`src/sv/dgp_pkg.sv`:
```
// shared types, constants and helpers for the go-to-point controller
package dgp_pkg;

   localparam int CORDIC_STAGES_DEFAULT = 14;
   localparam int ATAN_ENTRIES          = 20;

   // datapath widths of the two cordic pipelines
   localparam int VEC_W = 28;
   localparam int ROT_W = 33;

   // arctangent table, a full turn is 2^32
   localparam logic [31:0] ATAN_TAB [ATAN_ENTRIES] = '{
      32'h20000000, 32'h12E4051E, 32'h09FB385B, 32'h051111D4, 32'h028B0D43,
      32'h0145D7E1, 32'h00A2F61E, 32'h00517C55, 32'h0028BE53, 32'h00145F2F,
      32'h000A2F98, 32'h000517CC, 32'h00028BE6, 32'h000145F3, 32'h0000A2FA,
      32'h0000517D, 32'h000028BE, 32'h0000145F, 32'h00000A30, 32'h00000518
   };

   localparam logic signed [ROT_W-1:0] INV_GAIN_Q30 = 33'sd652032875;

   // register indexes on the csr port
   localparam int CSR_IDX_W = 4;
   localparam logic [CSR_IDX_W-1:0] CSR_ANGLE_TOLERANCE = 4'd0;
   localparam logic [CSR_IDX_W-1:0] CSR_HEADING_GAIN    = 4'd1;
   localparam logic [CSR_IDX_W-1:0] CSR_SPEED_GAIN      = 4'd2;
   localparam logic [CSR_IDX_W-1:0] CSR_TURN_LIMIT      = 4'd3;
   localparam logic [CSR_IDX_W-1:0] CSR_SPEED_LIMIT     = 4'd4;
   localparam logic [CSR_IDX_W-1:0] CSR_ARRIVE_RADIUS   = 4'd5;
   localparam logic [CSR_IDX_W-1:0] CSR_ROBOT_RADIUS    = 4'd6;
   localparam logic [CSR_IDX_W-1:0] CSR_SPIN_GAIN       = 4'd7;
   localparam int CSR_DATA_W = 16;

   // register reset values
   localparam logic [13:0] RST_ANGLE_TOLERANCE = 14'd910;
   localparam logic [15:0] RST_HEADING_GAIN    = 16'd4915;
   localparam logic [15:0] RST_SPEED_GAIN      = 16'd4096;
   localparam logic [14:0] RST_TURN_LIMIT      = 15'd3277;
   localparam logic [14:0] RST_SPEED_LIMIT     = 15'd2294;
   localparam logic [14:0] RST_ARRIVE_RADIUS   = 15'd287;
   localparam logic [12:0] RST_ROBOT_RADIUS    = 13'd0;
   localparam logic [15:0] RST_SPIN_GAIN       = 16'd1229;

   typedef enum logic [1:0] {
      MODE_SPIN   = 2'd0,
      MODE_DRIVE  = 2'd1,
      MODE_ARRIVE = 2'd2
   } mode_type;

   typedef struct packed {
      logic signed [15:0] goal_x;
      logic signed [15:0] goal_y;
      logic signed [15:0] pose_x;
      logic signed [15:0] pose_y;
      logic signed [15:0] pose_heading;
   } req_type;

   typedef struct packed {
      logic signed [15:0] left_speed;
      logic signed [15:0] right_speed;
      mode_type           mode;
   } rsp_type;

   // saturate a 19 bit signed value to 16 bits
   function automatic logic signed [15:0] sat16(input logic signed [18:0] v);
      logic signed [15:0] r;
      if (v > 19'sd32767) begin
         r = 16'sh7FFF;
      end else if (v < -19'sd32768) begin
         r = 16'sh8000;
      end else begin
         r = v[15:0];
      end
      return r;
   endfunction

endpackage

```
`src/sv/dgp_rot_cordic.sv`:
```
// rotation cordic pipeline giving the cosine in q30, with sideband
module dgp_rot_cordic #(
   parameter int STAGES = dgp_pkg::CORDIC_STAGES_DEFAULT,
   parameter int SIDE_W = 16
) (
   input  logic                               clock,
   input  logic                               reset,
   input  logic                               en,
   input  logic                               in_valid,
   input  logic signed [dgp_pkg::ROT_W-1:0]   in_z,
   input  logic [SIDE_W-1:0]                  in_side,
   output logic                               out_valid,
   output logic signed [dgp_pkg::ROT_W-1:0]   out_x,
   output logic [SIDE_W-1:0]                  out_side
);
   import dgp_pkg::*;

   logic [STAGES-1:0]        v_ff;
   logic signed [ROT_W-1:0]  x_ff [STAGES];
   logic signed [ROT_W-1:0]  y_ff [STAGES];
   logic signed [ROT_W-1:0]  z_ff [STAGES];
   logic [SIDE_W-1:0]        s_ff [STAGES];

   for (genvar g = 0; g < STAGES; g++) begin : g_stage
      logic signed [ROT_W-1:0] xp, yp, zp, x_in, y_in, z_in, at;
      logic [SIDE_W-1:0]       sp;
      logic                    vp;
      if (g == 0) begin : g_first
         assign xp = INV_GAIN_Q30;
         assign yp = '0;
         assign zp = in_z;
         assign sp = in_side;
         assign vp = in_valid;
      end else begin : g_next
         assign xp = x_ff[g-1];
         assign yp = y_ff[g-1];
         assign zp = z_ff[g-1];
         assign sp = s_ff[g-1];
         assign vp = v_ff[g-1];
      end
      assign at = $signed({1'b0, ATAN_TAB[g]});

      always_comb begin
         if (!zp[ROT_W-1]) begin
            x_in = xp - (yp >>> g);
            y_in = yp + (xp >>> g);
            z_in = zp - at;
         end else begin
            x_in = xp + (yp >>> g);
            y_in = yp - (xp >>> g);
            z_in = zp + at;
         end
      end

      always_ff @(posedge clock) begin
         if (reset) begin
            v_ff[g] <= 1'b0;
         end else if (en) begin
            v_ff[g] <= vp;
         end
      end

      always_ff @(posedge clock) begin
         if (en) begin
            x_ff[g] <= x_in;
            y_ff[g] <= y_in;
            z_ff[g] <= z_in;
            s_ff[g] <= sp;
         end
      end
   end

   assign out_valid = v_ff[STAGES-1];
   assign out_x     = x_ff[STAGES-1];
   assign out_side  = s_ff[STAGES-1];

endmodule
```
`config.mk`:
```
export PLATFORM = sky130hd
export DESIGN_NAME = dgp_rot_cordic
export DESIGN_NICKNAME = d
export VERILOG_FILES = /design/src/sv/dgp_pkg.sv /design/src/sv/dgp_rot_cordic.sv
export SDC_FILE = /design/constraint.sdc
export NUM_CORES = 2
export LEC_CHECK = 0
export BUFFER_PORTS_ARGS = -buffer_cell sky130_fd_sc_hd__buf_2
export CELL_PAD_IN_SITES_DETAIL_PLACEMENT = 1
export CELL_PAD_IN_SITES_GLOBAL_PLACEMENT = 2
export CORE_MARGIN = 10
export CORE_UTILIZATION = 43
export CTS_CLUSTER_SIZE = 40
export DETAILED_ROUTE_END_ITERATION = 6
export PLACE_DENSITY_LB_ADDON = 0.12
export SLEW_MARGIN = 10
export SYNTH_ARGS = -nofsm -noshare
export SYNTH_HDL_FRONTEND = slang
export SYNTH_SLANG_ARGS = --single-unit
```
`constraint.sdc`:
```
create_clock -name clock -period 5.2 [get_ports clock]
set_clock_uncertainty 0.2 [all_clocks]
set_input_delay 1.04 -clock clock [delete_from_list [all_inputs] [get_ports clock]]
set_output_delay 1.04 -clock clock [all_outputs]
set_load 0.01 [all_outputs]
```
==> results.json <==
{
  "first_pass_iters": 7,
  "dp_hpwl_mm": 245,
  "die_area_sq_um": 274000,
  "hp-class": "input pin to flip-flop",
  "critPathLaunchType": "flip-flop",
  "status": "finished clean",
  "clkLatencyLatePin_ns": 0.84,
  "io_pins": 103,
  "die_h_um": 524,
  "worst_path_most_repeated_cell": "nor2_1",
  "finalNetCount": 12400,
  "cts_buffer_depth": 4,
  "final_cells": 14700,
  "synth.distinct_cells": 95,
  "path_class": "flip-flop to flip-flop",
  "start_util_pct": 43.3,
  "worstMarginPinSlew_ns": 1.04,
  "gr-usage-all-layers_pct": 21.7,
  "synth_most_common_cell": "edfxtp_1",
  "setup_viol": 0,
  "drc": 0,
  "synth_area_sq_um": 109000,
  "io_buffers": 102,
  "grt_start_max_net_pins": 103,
  "end_kind": "flip-flop",
  "cp_data_required_time_ns": 5.58,
  "grt_pass1_vias": 89000,
  "period_minus_slack_ns": 4.92,
  "fin_crit_sh_pct": 94.6,
  "cts-htree-levels": 4,
  "clock.fmax_mhz": 203,
  "cts_made_buffers": 184,
  "grt_first_pass_wirelength_mm": 489,
  "synth.avg_cell_area_sq_um": 10.0,
  "slew_violations": 0,
  "path_clk_slew_ns": 0.06,
  "root_buffer": "clkbuf_16",
  "gp_congestion": 0.895,
  "placed_cells": 14400,
  "wl_per_cell_um": 20.8,
  "tns_ns": 0,
  "ctsHoldBuffers": 0,
  "hold_viol": 0,
  "crit_slowest_cell": "or4_1",
  "finish.utilization_pct": 48.1,
  "relSlewSlack_pct": 30.4,
  "postCtsSetupBuffers": 0,
  "async_flop_share_pct": 0,
  "syn_inst": 10900,
  "die_width_um": 524,
  "synth_area_leaders": "edfxtp_1 (39%), ha_1 (13%), xnor2_1 (7.8%)",
  "yosysWarnings": 0,
  "cts_sinks": 1437,
  "ant_nets": 0,
  "yosysTopAreaCellShare_pct": 39.2,
  "ys_seq_area_share_pct": 39.4,
  "synth_edf_count": 1423,
  "syn_to_final_growth_pct": 11.1,
  "drtIter0Drc": 4061,
  "path_max_fanout": 7,
  "cts_tree": "built",
  "slowest_delay_ns": 0.62,
  "synth_top_area_cell": "edfxtp_1",
  "ys_ff_latch": 1437,
  "drive_gt1_share_pct": 6.41,
  "drt_wl_total_mm": 307,
  "fp.coreArea_sq_um": 252000,
  "antenna_found_initial": 2,
  "vias": 84000,
  "num_rows": 184,
  "viasPerCell": 5.71,
  "synth_ff_type": "edfxtp_1",
  "path_cells": "or4_1 -> nor2_1 -> nand2_1 -> nor2_1 -> a21oi_1 -> xnor2_1 -> ha_1 -> a21o_1 -> a21o_1 -> a21oi_1 -> o21ai_1 -> nor3_1 -> a211oi_1 -> nor2_1 -> nor2b_1 -> or3_1 -> and2_1",
  "arrival_ns": 5.30,
  "cap_violations": 0,
  "overflow": 0,
  "synth_common_cells": "edfxtp_1 (1423), a21oi_1 (1245), ha_1 (1142)"
}
cells by family after synthesis:
kind of cell / after synthesis / synth area share, %
buffers and inverters: 650 / 2.24
adder cells (fa/ha/maj): 1177 / 13.7
multiplexers: 94 / 0.913
other: 2 / 0.00689
flip-flops: 1437 / 39.4
AO/OA/AOI/OAI: 3372 / 19.6
XOR/XNOR: 1532 / 12.3
AND/OR/NAND/NOR: 2638 / 11.7
routing by layer:
metal  GRT usage (%)  up-vias  share of wire [%]
met1            27.4    41200                 44
met4            6.16        0                2.9
li1                -    41200                  -
met2            39.4     1095                 50
met3            2.17      473                2.8
met5               0        -                  0
worst max-delay path, delay by kind of cell, from the launching register on:
family                   cells  cell delay, ns
AO/OA/AOI/OAI                6            1.16
XOR/XNOR                     1            0.14
adder cells (fa/ha/maj)      1            0.40
flip-flops                   1            0.47
AND/OR/NAND/NOR              9            2.26
cell type report:
cell class,instances,area [sq um]
diodes,1,2.50
clock buffers,223,4880
clock inverters,104,1080
fillers,28000,131000
inverters,438,1640
multi-input cells,8822,63800
flip-flops and latches,1437,43000
well taps,3348,4190
repair buffers,334,2570
sequential cells by signal, indices dropped and copies added, names as in the netlist:
signal,count
g_stage.vp,13
x_ff,421
y_ff,384
s_ff,224
out_valid,1
z_ff,394
metrics by stage:
stage / cell area [sq um] / hold slack [ns] / worst slack (ns)
6_report: 121000 / 0.173 / 0.280
2_1_floorplan: 109000 / 0.200 / 0.760
3_5_place_dp: 115000 / 0.205 / 0.0353
5_1_grt: 121000 / 0.113 / -0.00630
4_1_cts: 121000 / 0.0915 / 0.0415
3_3_place_gp: 115000 / 0.201 / 0.0332
path summary, 6_finish.rpt:
kind	start	endpoint	slack [ns]	depth (start not counted)
worst max-delay path	x_ff[1][117]	y_ff[3][28]	0.28	17
worst min-delay path	in_side[10]	s_ff[0][10]	0.17	1
worst max register to register	x_ff[1][117]	y_ff[3][28]	0.28	17
worst min register to register	s_ff[1][60]	s_ff[1][76]	0.19	0
layout by cell type, fill, tap and decap left out, drive strengths merged, types with 31 or more instances in the layout:
| cell | Yosys | final |
|---|---|---|
| a211oi | 85 | 85 |
| fa | 35 | 35 |
| a21oi | 1249 | 1249 |
| and3 | 98 | 98 |
| edfxtp | 1423 | 1423 |
| mux2 | 44 | 44 |
| a21o | 693 | 693 |
| and2 | 68 | 68 |
| ha | 1142 | 1142 |
| o211ai | 50 | 50 |
| nand4 | 103 | 103 |
| a21boi | 32 | 32 |
| nand3 | 170 | 170 |
| nand2 | 559 | 559 |
| nand2b | 148 | 148 |
| o21bai | 151 | 151 |
| clkinv | 2 | 64 |
| o31ai | 57 | 57 |
| or3 | 34 | 34 |
| a31oi | 137 | 137 |
| xor2 | 562 | 562 |
| inv | 436 | 447 |
| o21a | 141 | 141 |
| nor4 | 91 | 91 |
| xnor2 | 970 | 970 |
| clkbuf | 182 | 223 |
| nor2 | 824 | 824 |
| nor3 | 247 | 247 |
| o21ai | 453 | 453 |
| mux2i | 50 | 50 |
| o41ai | 31 | 31 |
| nor2b | 155 | 155 |
| buf | 30 | 334 |
what timing repair did:
action / in CTS / in global routing
setup endpoints to repair: 1 / 48
gates cloned: 0 / 0
resized for setup: 1 / 37
Power is not shown: default switching activity piles up to over one toggle a cycle in this logic, so the estimate is an artifact.
